## config.mk

```make
export PLATFORM = sky130hd
export DESIGN_NAME = line_break_opportunity_finder
export DESIGN_NICKNAME = d
export VERILOG_FILES = /design/src/lbof_pkg.sv /design/src/lbof_classify.sv /design/src/lbof_step.sv /design/src/line_break_opportunity_finder.sv
export SDC_FILE = /design/constraint.sdc
export NUM_CORES = 1
export LEC_CHECK = 0
export CORE_UTILIZATION = 51
export CTS_CLUSTER_DIAMETER = 30
export DETAILED_ROUTE_END_ITERATION = 8
export DONT_BUFFER_PORTS = 1
export GPL_ROUTABILITY_DRIVEN = 1
export HOLD_SLACK_MARGIN = 0.12
export PLACE_DENSITY = 0.66
export SYNTH_ARGS = -nofsm -noshare
export SYNTH_HDL_FRONTEND = slang
export SYNTH_SLANG_ARGS = --single-unit
```

## constraint.sdc

```tcl
create_clock -name aclk -period 4.6 [get_ports aclk]
set_clock_uncertainty 0.15 [all_clocks]
set_input_delay 0.46 -clock aclk [delete_from_list [all_inputs] [get_ports aclk]]
set_output_delay 0.46 -clock aclk [all_outputs]
set_load 0.03 [all_outputs]
```

## src/lbof_pkg.sv

```systemverilog
`default_nettype none

package lbof_pkg;

    localparam int unsigned CLASS_W    = 5;
    localparam int unsigned CODE_W     = 6;
    localparam int unsigned CLASS_COUNT = 27;

    localparam logic [CLASS_W-1:0] CLASS_NONE = 5'd0;
    localparam logic [CLASS_W-1:0] CLASS_AL   = 5'd12;
    localparam logic [CLASS_W-1:0] CLASS_WJ   = 5'd21;

    localparam logic [CODE_W-1:0] CODE_MANDATORY = 6'd27;
    localparam logic [CODE_W-1:0] CODE_SPACE     = 6'd32;
    localparam logic [CODE_W-1:0] CODE_AL        = 6'd12;

    localparam logic [7:0] NEWLINE_BYTE = 8'h0a;

    typedef enum logic [1:0] {
        PA_D,
        PA_I,
        PA_P
    } pair_act_t;

    typedef struct packed {
        logic                seg_open;
        logic [CLASS_W-1:0]  cur_class;
        logic                after_space;
    } lbof_state_t;

    typedef struct packed {
        logic                seg_start;
        logic                seg_closed;
        logic [CLASS_W-1:0]  byte_class;
    } lbof_result_t;

    localparam logic [CODE_W-1:0] ASCII_CLASS [128] = '{
        20, 20, 20, 20, 20, 20, 20, 20, 20, 16, 27, 27, 27, 12, 20, 20,
        20, 20, 20, 20, 20, 20, 20, 20, 20, 20, 20, 20, 20, 20, 20, 20,
        32, 6, 3, 12, 9, 10, 12, 3, 0, 2, 12, 9, 7, 15, 8, 7,
        11, 11, 11, 11, 11, 11, 11, 11, 11, 11, 8, 8, 12, 12, 12, 6,
        12, 12, 12, 12, 12, 12, 12, 12, 12, 12, 12, 12, 12, 12, 12, 12,
        12, 12, 12, 12, 12, 12, 12, 12, 12, 12, 12, 0, 9, 2, 12, 12,
        12, 12, 12, 12, 12, 12, 12, 12, 12, 12, 12, 12, 12, 12, 12, 12,
        12, 12, 12, 12, 12, 12, 12, 12, 12, 12, 12, 0, 16, 1, 12, 20
    };

    localparam pair_act_t PAIR_ACTION [CLASS_COUNT][CLASS_COUNT] = '{
        '{PA_P, PA_P, PA_P, PA_P, PA_P, PA_P, PA_P, PA_P, PA_P, PA_P, PA_P, PA_P, PA_P, PA_P,
          PA_P, PA_P, PA_P, PA_P, PA_P, PA_P, PA_P, PA_P, PA_P, PA_P, PA_P, PA_P, PA_P},
        '{PA_D, PA_P, PA_P, PA_I, PA_I, PA_P, PA_P, PA_P, PA_P, PA_I, PA_I, PA_D, PA_D, PA_D,
          PA_D, PA_I, PA_I, PA_D, PA_D, PA_P, PA_P, PA_P, PA_D, PA_D, PA_D, PA_D, PA_D},
        '{PA_D, PA_P, PA_P, PA_I, PA_I, PA_P, PA_P, PA_P, PA_P, PA_I, PA_I, PA_I, PA_I, PA_D,
          PA_D, PA_I, PA_I, PA_D, PA_D, PA_P, PA_P, PA_P, PA_D, PA_D, PA_D, PA_D, PA_D},
        '{PA_P, PA_P, PA_P, PA_I, PA_I, PA_I, PA_P, PA_P, PA_P, PA_I, PA_I, PA_I, PA_I, PA_I,
          PA_I, PA_I, PA_I, PA_I, PA_I, PA_P, PA_P, PA_P, PA_I, PA_I, PA_I, PA_I, PA_I},
        '{PA_I, PA_P, PA_P, PA_I, PA_I, PA_I, PA_P, PA_P, PA_P, PA_I, PA_I, PA_I, PA_I, PA_I,
          PA_I, PA_I, PA_I, PA_I, PA_I, PA_P, PA_P, PA_P, PA_I, PA_I, PA_I, PA_I, PA_I},
        '{PA_D, PA_P, PA_P, PA_I, PA_I, PA_I, PA_P, PA_P, PA_P, PA_D, PA_D, PA_D, PA_D, PA_D,
          PA_D, PA_I, PA_I, PA_D, PA_D, PA_P, PA_P, PA_P, PA_D, PA_D, PA_D, PA_D, PA_D},
        '{PA_D, PA_P, PA_P, PA_I, PA_I, PA_I, PA_P, PA_P, PA_P, PA_D, PA_D, PA_D, PA_D, PA_D,
          PA_D, PA_I, PA_I, PA_D, PA_D, PA_P, PA_P, PA_P, PA_D, PA_D, PA_D, PA_D, PA_D},
        '{PA_D, PA_P, PA_P, PA_I, PA_I, PA_I, PA_P, PA_P, PA_P, PA_D, PA_D, PA_I, PA_D, PA_D,
          PA_D, PA_I, PA_I, PA_D, PA_D, PA_P, PA_P, PA_P, PA_D, PA_D, PA_D, PA_D, PA_D},
        '{PA_D, PA_P, PA_P, PA_I, PA_I, PA_I, PA_P, PA_P, PA_P, PA_D, PA_D, PA_I, PA_I, PA_D,
          PA_D, PA_I, PA_I, PA_D, PA_D, PA_P, PA_P, PA_P, PA_D, PA_D, PA_D, PA_D, PA_D},
        '{PA_I, PA_P, PA_P, PA_I, PA_I, PA_I, PA_P, PA_P, PA_P, PA_D, PA_D, PA_I, PA_I, PA_I,
          PA_D, PA_I, PA_I, PA_D, PA_D, PA_P, PA_P, PA_P, PA_I, PA_I, PA_I, PA_I, PA_I},
        '{PA_I, PA_P, PA_P, PA_I, PA_I, PA_I, PA_P, PA_P, PA_P, PA_D, PA_D, PA_I, PA_I, PA_D,
          PA_D, PA_I, PA_I, PA_D, PA_D, PA_P, PA_P, PA_P, PA_D, PA_D, PA_D, PA_D, PA_D},
        '{PA_D, PA_P, PA_P, PA_I, PA_I, PA_I, PA_P, PA_P, PA_P, PA_I, PA_I, PA_I, PA_I, PA_D,
          PA_I, PA_I, PA_I, PA_D, PA_D, PA_P, PA_P, PA_P, PA_D, PA_D, PA_D, PA_D, PA_D},
        '{PA_D, PA_P, PA_P, PA_I, PA_I, PA_I, PA_P, PA_P, PA_P, PA_D, PA_D, PA_I, PA_I, PA_D,
          PA_I, PA_I, PA_I, PA_D, PA_D, PA_P, PA_P, PA_P, PA_D, PA_D, PA_D, PA_D, PA_D},
        '{PA_D, PA_P, PA_P, PA_I, PA_I, PA_I, PA_P, PA_P, PA_P, PA_D, PA_I, PA_D, PA_D, PA_D,
          PA_I, PA_I, PA_I, PA_D, PA_D, PA_P, PA_P, PA_P, PA_D, PA_D, PA_D, PA_D, PA_D},
        '{PA_D, PA_P, PA_P, PA_I, PA_I, PA_I, PA_P, PA_P, PA_P, PA_D, PA_D, PA_D, PA_D, PA_D,
          PA_I, PA_I, PA_I, PA_D, PA_D, PA_P, PA_P, PA_P, PA_D, PA_D, PA_D, PA_D, PA_D},
        '{PA_D, PA_P, PA_P, PA_I, PA_D, PA_I, PA_P, PA_P, PA_P, PA_D, PA_D, PA_I, PA_D, PA_D,
          PA_D, PA_I, PA_I, PA_D, PA_D, PA_P, PA_P, PA_P, PA_D, PA_D, PA_D, PA_D, PA_D},
        '{PA_D, PA_P, PA_P, PA_I, PA_D, PA_I, PA_P, PA_P, PA_P, PA_D, PA_D, PA_D, PA_D, PA_D,
          PA_D, PA_I, PA_I, PA_D, PA_D, PA_P, PA_P, PA_P, PA_D, PA_D, PA_D, PA_D, PA_D},
        '{PA_I, PA_P, PA_P, PA_I, PA_I, PA_I, PA_P, PA_P, PA_P, PA_I, PA_I, PA_I, PA_I, PA_I,
          PA_I, PA_I, PA_I, PA_I, PA_I, PA_P, PA_P, PA_P, PA_I, PA_I, PA_I, PA_I, PA_I},
        '{PA_D, PA_P, PA_P, PA_I, PA_I, PA_I, PA_P, PA_P, PA_P, PA_D, PA_D, PA_D, PA_D, PA_D,
          PA_D, PA_I, PA_I, PA_D, PA_P, PA_P, PA_P, PA_P, PA_D, PA_D, PA_D, PA_D, PA_D},
        '{PA_D, PA_D, PA_D, PA_D, PA_D, PA_D, PA_D, PA_D, PA_D, PA_D, PA_D, PA_D, PA_D, PA_D,
          PA_D, PA_D, PA_D, PA_D, PA_D, PA_P, PA_D, PA_D, PA_D, PA_D, PA_D, PA_D, PA_D},
        '{PA_D, PA_P, PA_P, PA_I, PA_I, PA_I, PA_P, PA_P, PA_P, PA_D, PA_D, PA_I, PA_I, PA_D,
          PA_I, PA_I, PA_I, PA_D, PA_D, PA_P, PA_P, PA_P, PA_D, PA_D, PA_D, PA_D, PA_D},
        '{PA_I, PA_P, PA_P, PA_I, PA_I, PA_I, PA_P, PA_P, PA_P, PA_I, PA_I, PA_I, PA_I, PA_I,
          PA_I, PA_I, PA_I, PA_I, PA_I, PA_P, PA_P, PA_P, PA_I, PA_I, PA_I, PA_I, PA_I},
        '{PA_D, PA_P, PA_P, PA_I, PA_I, PA_I, PA_P, PA_P, PA_P, PA_D, PA_I, PA_D, PA_D, PA_D,
          PA_I, PA_I, PA_I, PA_D, PA_D, PA_P, PA_P, PA_P, PA_D, PA_D, PA_D, PA_I, PA_I},
        '{PA_D, PA_P, PA_P, PA_I, PA_I, PA_I, PA_P, PA_P, PA_P, PA_D, PA_I, PA_D, PA_D, PA_D,
          PA_I, PA_I, PA_I, PA_D, PA_D, PA_P, PA_P, PA_P, PA_D, PA_D, PA_D, PA_D, PA_I},
        '{PA_D, PA_P, PA_P, PA_I, PA_I, PA_I, PA_P, PA_P, PA_P, PA_D, PA_I, PA_D, PA_D, PA_D,
          PA_I, PA_I, PA_I, PA_D, PA_D, PA_P, PA_P, PA_P, PA_I, PA_I, PA_I, PA_I, PA_D},
        '{PA_D, PA_P, PA_P, PA_I, PA_I, PA_I, PA_P, PA_P, PA_P, PA_D, PA_I, PA_D, PA_D, PA_D,
          PA_I, PA_I, PA_I, PA_D, PA_D, PA_P, PA_P, PA_P, PA_D, PA_D, PA_D, PA_I, PA_I},
        '{PA_D, PA_P, PA_P, PA_I, PA_I, PA_I, PA_P, PA_P, PA_P, PA_D, PA_I, PA_D, PA_D, PA_D,
          PA_I, PA_I, PA_I, PA_D, PA_D, PA_P, PA_P, PA_P, PA_D, PA_D, PA_D, PA_D, PA_I}
    };

endpackage

`default_nettype wire

```

## src/lbof_classify.sv

```systemverilog
`default_nettype none

module lbof_classify
    import lbof_pkg::*;
(
    input  wire logic [7:0]        text_byte,
    output logic      [CODE_W-1:0] code
);

    always_comb begin
        if (text_byte[7]) begin
            code = CODE_AL;
        end else if (text_byte == NEWLINE_BYTE) begin
            code = CODE_MANDATORY;
        end else begin
            code = ASCII_CLASS[text_byte[6:0]];
        end
    end

endmodule

`default_nettype wire

```

## src/lbof_step.sv

```systemverilog
`default_nettype none

module lbof_step
    import lbof_pkg::*;
(
    input  wire logic [CODE_W-1:0] code,
    input  wire logic              text_start,
    input  wire lbof_state_t       state,
    output lbof_state_t            state_next,
    output lbof_result_t           result
);

    logic [CLASS_W-1:0] left;
    logic [CLASS_W-1:0] right;
    pair_act_t          act;

    always_comb begin
        left  = (state.cur_class < CLASS_W'(CLASS_COUNT)) ? state.cur_class : CLASS_AL;
        right = (code < CODE_W'(CLASS_COUNT)) ? code[CLASS_W-1:0] : CLASS_AL;
        act   = PAIR_ACTION[left][right];
    end

    always_comb begin
        state_next = state;
        result     = '0;
        if (text_start || !state.seg_open) begin
            result.seg_start = 1'b1;
            if (code == CODE_MANDATORY) begin
                result.seg_closed   = 1'b1;
                result.byte_class   = CLASS_NONE;
                state_next.seg_open = 1'b0;
            end else begin
                // a leading space counts as word joiner
                state_next.seg_open    = 1'b1;
                state_next.cur_class   = (code == CODE_SPACE) ? CLASS_WJ : code[CLASS_W-1:0];
                state_next.after_space = 1'b0;
                result.byte_class      = state_next.cur_class;
            end
        end else if (code == CODE_MANDATORY) begin
            result.seg_closed   = 1'b1;
            result.byte_class   = CLASS_NONE;
            state_next.seg_open = 1'b0;
        end else if (code == CODE_SPACE) begin
            state_next.after_space = 1'b1;
            result.byte_class      = CLASS_WJ;
        end else begin
            result.seg_start       = (act == PA_D) || ((act == PA_I) && state.after_space);
            state_next.cur_class   = right;
            state_next.after_space = 1'b0;
            result.byte_class      = right;
        end
    end

endmodule

`default_nettype wire

```

## src/line_break_opportunity_finder.sv

```systemverilog
// Marks line-break opportunities in a byte stream using the ASCII class table and the
// 27 by 27 pair table of simplified Unicode line breaking. Each accepted byte yields one
// result: segment_start (a break lies just before the byte), segment_closed (a newline,
// vertical tab or form feed ends the segment after it) and the byte's pair class.
// One byte per cycle while m_ready is high; each byte goes through an input register,
// then the class and pair-table lookup into the result register. A byte with text_start
// high begins a new text and always opens a segment.
`default_nettype none

module line_break_opportunity_finder
    import lbof_pkg::*;
(
    input  wire logic               aclk,
    input  wire logic               aresetn,
    input  wire logic               s_valid,
    output logic                    s_ready,
    input  wire logic [7:0]         s_text_byte,
    input  wire logic               s_text_start,
    output logic                    m_valid,
    input  wire logic               m_ready,
    output logic                    m_segment_start,
    output logic                    m_segment_closed,
    output logic      [CLASS_W-1:0] m_byte_class
);

    logic         in_valid_reg, in_valid_next;
    logic [7:0]   in_byte_reg;
    logic         in_start_reg;
    logic         out_valid_reg, out_valid_next;
    lbof_result_t out_reg;
    lbof_state_t  state_reg;
    lbof_state_t  state_next;
    lbof_result_t result;
    logic [CODE_W-1:0] code;
    logic         out_free;
    logic         advance;
    logic         s_xfer;

    lbof_classify u_classify (
        .text_byte (in_byte_reg),
        .code      (code)
    );

    lbof_step u_step (
        .code       (code),
        .text_start (in_start_reg),
        .state      (state_reg),
        .state_next (state_next),
        .result     (result)
    );

    always_comb begin
        out_free = !out_valid_reg || m_ready;
        advance  = in_valid_reg && out_free;
        s_ready  = !in_valid_reg || out_free;
        s_xfer   = s_valid && s_ready;

        in_valid_next = s_xfer ? 1'b1 : (advance ? 1'b0 : in_valid_reg);
        out_valid_next = advance ? 1'b1 : (m_ready ? 1'b0 : out_valid_reg);
    end

    always_ff @(posedge aclk) begin
        if (!aresetn) begin
            in_valid_reg  <= 1'b0;
            out_valid_reg <= 1'b0;
            state_reg     <= '0;
        end else begin
            in_valid_reg  <= in_valid_next;
            out_valid_reg <= out_valid_next;
            if (advance) begin
                state_reg <= state_next;
            end
        end
    end

    always_ff @(posedge aclk) begin
        if (s_xfer) begin
            in_byte_reg  <= s_text_byte;
            in_start_reg <= s_text_start;
        end
        if (advance) begin
            out_reg <= result;
        end
    end

    assign m_valid          = out_valid_reg;
    assign m_segment_start  = out_reg.seg_start;
    assign m_segment_closed = out_reg.seg_closed;
    assign m_byte_class     = out_reg.byte_class;

endmodule

`default_nettype wire

```

After elaboration in Yosys (flattened, before gate mapping)
Memories as Yosys holds them, arrays and structs flattened.
Cells that the tools add are included.
{"block": "word_totals", "output_inout_bits": 9, "input_bits": 13, "mem_bits_ro": 2496, "regBits": 25, "mem_count": 2, "elab_cells": 73}
{"block": "op_classes", "n_bitwise": 4, "mux": 30, "order_cmp": 5, "reduce_logical": 17, "eq_ne": 5}
{"memory": "(no name shown)", "words": 32, "width": 54, "read_ports": 1, "rd_clocked_by_memory_dff": 0, "write_ports": 0, "line_no": "lbof_step.sv:20", "text": "act = PAIR_ACTION[left][right];"}
{"memory": "(no name shown)", "words": 128, "width": 6, "read_ports": 1, "rd_clocked_by_memory_dff": 0, "write_ports": 0, "line_no": "lbof_classify.sv:16", "text": "code = ASCII_CLASS[text_byte[6:0]];"}
{"op": "$mux W54", "n": 2}
{"op": "$mux W5", "n": 8}
{"op": "$mux W6", "n": 6}
{"op": "$ge A6 B6 Y1 const B", "n": 2}
{"op": "$not A5 Y6", "n": 2}
{"op": "$bmux W2 S5", "n": 1}
{"op": "$mux W1", "n": 10}
{"op": "$eq A8 B4 Y1 const B", "n": 1}
{"op": "$ge A8 B8 Y1 const B", "n": 1}
{"op": "$not A7 Y8", "n": 1}
{"op": "$mux W7", "n": 1}
{"op": "$eq A6 B5 Y1 const B", "n": 1}
{"op": "$eq A6 B6 Y1 const B", "n": 1}
{"op": "$lt A6 B5 Y1 const B", "n": 1}
{"op": "$reduce_bool A2 Y1", "n": 3}
{"op": "$lt A5 B5 Y1 const B", "n": 1}
{"op": "$logic_or A1 B1 Y1", "n": 4}
{"op": "$mux W2", "n": 2}
{"op": "$reduce_and A2 Y1", "n": 2}
{"op": "$logic_and A1 B1 Y1", "n": 3}
{"op": "$logic_not A1 Y1", "n": 3}
{"op": "$reduce_and A3 Y1", "n": 1}
{"op": "$eq A2 B1 Y1 const B", "n": 1}
{"op": "$logic_not A2 Y1", "n": 1}
{"op": "2 further kinds", "n": 2}

Longest topological paths before layout
{"block": "depth", "word_depth": 17, "ltp_mapped": 15, "ltp_nobuf": 13}

Modules after synthesis
A second synthesis with hierarchy kept.
{"block": "hier_totals", "hier_cells": 349, "area_unflattened_um2": 2748.9}
{"mod": "lbof_step", "n_inst": 1, "seq_area_each_um2": 0.0, "area_each_um2": 1276.2, "cells_each": 204}
{"mod": "line_break_opportunity_finder", "n_inst": 1, "seq_area_each_um2": 660.6, "area_each_um2": 858.3, "cells_each": 56}
{"mod": "lbof_classify", "n_inst": 1, "seq_area_each_um2": 0.0, "area_each_um2": 614.3, "cells_each": 89}

Least setup slack after synthesis
Ideal clock, no wire load.
{"block": "synth_path", "path_type": "reg2reg", "start": "register in_byte_reg[1]", "end": "register out_reg, in the netlist m_segment_start (data pin)", "n_path_buf": 2, "slack_ns": 1.218, "stages_incl_launch_ff": 14, "arrival_time_ns": 3.080, "cell_sequence": "edfxtp_1 > buf_2 > inv_1 > ha_1 > nor2b_1 > a2111oi_0 > or4_1 > buf_2 > a21o_4 > a211o_4 > o2111ai_1 > a21oi_1 > or4_1 > a31oi_1"}
{"block": "synth_between", "elab_chain_cells": 17, "elab_cells_between_ends": 21, "classes_between": "1 x order compare; 4 x eq/ne; 10 x mux; 2 x bitwise; 3 x reduce/logical; 1 x memory"}
{"element": "from (decl)", "line_no": "line_break_opportunity_finder.sv:27", "text": "logic [7:0] in_byte_reg;"}
{"element": "from (signal assigned)", "line_no": "line_break_opportunity_finder.sv:78", "text": "in_byte_reg <= s_text_byte;"}
{"element": "$not A7 Y8 (not written as such)", "line_no": "lbof_classify.sv:16"}
{"element": "$mem_v2 Z128 W6"}
{"element": "$mux W6 (not written as such) (2 in series)", "line_no": "lbof_classify.sv:16"}
{"element": "$mux W6 *", "line_no": "lbof_classify.sv:13", "text": "end else if (text_byte == NEWLINE_BYTE) begin"}
{"element": "$mux W6 *", "line_no": "lbof_classify.sv:11", "text": "if (text_byte[7]) begin"}
{"element": "$lt A6 B5 Y1", "line_no": "lbof_step.sv:19", "text": "right = (code < CODE_W'(CLASS_COUNT)) ? code[CLASS_W-1:0] : CLASS_AL;"}
{"element": "$mux W5", "line_no": "lbof_step.sv:19"}
{"element": "$not A5 Y6 (not written as such)", "line_no": "lbof_step.sv:20"}
{"element": "$bmux W2 S5", "line_no": "lbof_step.sv:20"}
{"element": "$mux W2 (not written as such) (2 in series)", "line_no": "lbof_step.sv:20"}
{"element": "$eq A2 B1 Y1", "line_no": "lbof_step.sv:47", "text": "result.seg_start = (act == PA_D) || ((act == PA_I) && state.after_space);"}
{"element": "$logic_and A1 B1 Y1", "line_no": "lbof_step.sv:47"}
{"element": "$logic_or A1 B1 Y1", "line_no": "lbof_step.sv:47"}
{"element": "$mux W1", "line_no": "lbof_step.sv:43", "text": "end else if (code == CODE_SPACE) begin"}
{"element": "$mux W1 *", "line_no": "lbof_step.sv:39", "text": "end else if (code == CODE_MANDATORY) begin"}
{"element": "to (signal assigned)", "line_no": "line_break_opportunity_finder.sv:82", "text": "out_reg <= result;"}
{"element": "to (decl)", "line_no": "line_break_opportunity_finder.sv:30", "text": "lbof_result_t out_reg;"}
Mark *: on every way between the ends. The rest lies on a longest branch, timed or not. The select of a mux whose other input is x is not followed.
A chain may end at the register's enable or synchronous reset.

Worst setup path after layout
Same ends and word-level chain as after synthesis.

==> qor.yml <==
die:
  coreArea_um2: 5107
  pin_count: 22
  initial_core_util_pct: 52.94
  num_rows: 26
  dieHeight_um: 74.81
  die_area_um2: 5597
  die_w_um: 74.81
grt:
  grt_overflow: 0
  grt_util_all_layers_pct: 24.55
  antenna_found_initial: 0
  grt_max_degree: 29
  grt_first_pass_wirelength_um: 10760
  grt_pass1_vias: 2200
setup_path:
  critical_path_arrival_ps: 3830
  path_delay_family: "simple AND/OR/NAND/NOR gates"
  path_cells: "inv_1 > ha_1 > nor2b_1 > a2111oi_0 > or4_1 > a21o_4 > o311ai_4 > nor2_1 > o31a_1 > or4_1 > a31oi_1"
  slowest_delay_ps: 570
  cp_slowest_cell: "edfxtp_1"
  r2r_cells: 11
  endpoint_kind: "flip-flop"
  required_ps: 4560
  r2r-end: "m_segment_start"
  path_class: "reg2reg"
  cp-start-kind: "flip-flop"
  rr_startpoint: "in_byte_reg[1]"
  crit_buf_inv: 1
  ff2ff_setup_slack_ps: 730
  cp_max_fo: 12
  cp_common_cell: "or4_1"
yosys:
  synth_seq_cells: 25
  synthTopCellsByCount: "29 x nand2_1, 28 x nor2_1, 25 x a21oi_1, 21 x o21ai_0, 16 x edfxtp_1"
  yosys-top-cells-area: "edfxtp_1 18%, dfxtp_1 6.7%, ha_1 6.5%"
  synth_largest_area_cell: "edfxtp_1"
  synth_top_area_share_pct: 17.77
  synth_cell_types: 69
  ys_seq_area_share_pct: 24.43
  synth_warnings: 0
  syn_inst: 344
  synth_ff_type: "edfxtp_1"
  avgSynthCellArea_um2: 7.860
  netlist_area_um2: 2704
  yosys.cell_count.top_type: "nand2_1"
  synth-edff-count: 16
  synth_nets: 371
  synth-async-reset-ratio_pct: 0
min_path:
  min_from: "aresetn"
  min_to: "m_valid"
  hold_path_depth: 1
  hold_class: "in2reg"
sta:
  post-route-min-period_ps: 3867
  worst-slew-pin-transition_ps: 794.1
  setup_viol: 0
  finalCritPeriodShare_pct: 84.05
  hold_slack_ps: 155.4
  hold_violations: 0
  slew_viol_final: 0
  setup-tns-final_ps: 0
  slew_headroom_pct: 47.06
  fmax_mhz: 258.6
  rsz0062_at_grt: "false"
drt:
  drt-total-wl_um: 6658
  final_antenna_net_count: 0
  vias: 2621
  routedWlPerCell_um: 16.52
  drtIter0Drc: 406
  dr.pass1.iters: 5
  drc: 0
  via_per_inst: 6.504
clock_tree:
  cts_buffers: 3
  cts.clk_slew.worst_paths_ps: 90
  cts_resized: 0
  cts_htree_levels: 1
  cts_buffer_depth: 2
  clock_sinks: 25
  clk_latency_ps: 270
  clockRootBuffer: "clkbuf_8"
  cts_tree: "done"
  postCtsSetupBuffers: 0
  postCtsHoldBufs: 0
pwr:
  p_total_w: 0.0006149
  p_per_area_nw_per_um2: 217.8
  max-vdd-ir-drop_mv: 0.2477
  leakage_nw: 1.062
placement:
  dp_hpwl_um: 4847
  place_congestion: 0.8682
  portBuffers: 0
final_layout:
  largest_register_ffs: 8
  layout.nets: 361
  areaGrowthSynthToFinish_pct: 4.396
  drive_gt1_share_pct: 8.408
  diodes: 0
outcome:
  status: "finished, final reports clean"
job:
  cap_violations: 0
through the flow:
| stage | util, % | instance area (µm²) | setup slack, ps | instances |
|---|---|---|---|---|
| floorplan | - | 2704 | 1218 | 344 |
| global placement | 52.52 | 2683 | 919.8 | 390 |
| detailed placement | 52.52 | 2683 | 824.7 | 390 |
| CTS | 53.50 | 2733 | 771.9 | 394 |
| global route | 55.27 | 2823 | 446.2 | 403 |
| finish | 55.27 | 2823 | 733.5 | 403 |
worst register-to-register path, cell delays in order (launching register included):
cell	delay [ps]
edfxtp_1	570
inv_1	200
ha_1	390
nor2b_1	140
a2111oi_0	80
or4_1	570
a21o_4	290
o311ai_4	430
nor2_1	90
o31a_1	110
or4_1	500
a31oi_1	180
worst max path at each step:
stage / start / end / slack [ps] / cells after the start
after floorplan: in_byte_reg[1] / m_segment_start / 1220 / 13
after global placement: in_byte_reg[1] / m_segment_start / 920 / 12
after detailed placement: in_byte_reg[1] / m_segment_start / 820 / 10
after CTS: in_byte_reg[1] / m_segment_start / 770 / 11
after global routing: in_byte_reg[1] / state_reg[2] / 450 / 11
final: in_byte_reg[1] / m_segment_start / 730 / 11
power by group:
part	internal (W)	leakage, nW	total, W	switching, W
sequential	0.000253	0.223	0.000283	0.0000304
combinational	0.0000807	0.813	0.000201	0.000121
clock	0.0000633	0.0261	0.000130	0.0000671
logic make-up after synthesis:
| kind of cell | after synthesis | share of synthesized area (%) |
|---|---|---|
| and+or+nand+nor | 141 | 28.64 |
| DFF | 25 | 24.43 |
| muxes | 7 | 2.638 |
| AOI/OAI and AO/OA | 116 | 30.87 |
| buffers and inverters | 41 | 6.941 |
| adders and majority gates | 14 | 6.479 |
area by class of cell:
cell class	instances	area, µm²
clock buffer	3	41.29
inverter	13	48.80
fill	487	2285
clock inverter	1	8.758
sequential	25	660.6
timing repair buffer	13	120.1
tap	70	87.58
multi-input combinational	278	1856
per-layer routing:
layer | vias up | wire length [µm] | global-route usage, %
met2 | 104 | 3017 | 36.34
met4 | 0 | 54 | 4.193
met3 | 8 | 374 | 2.410
li1 | 1274 | - | -
met1 | 1235 | 3212 | 38.74
met5 | - | 0 | 0
cells in the final DEF (no fill, tap or decap), types with 6 or more instances in the layout:
cell type and count:
o21ai_0 21, nor2_1 28, inv_1 13, a211oi_1 6
nor2b_1 12, ha_1 14, a31oi_1 9, dfxtp_1 9
a21oi_1 25, dlygate4sd3_1 9, mux2i_1 6, edfxtp_1 16
nand3_1 10, nand2_1 29, nand2b_1 13, nor3_1 13
Power figures use the tool's default switching activity.
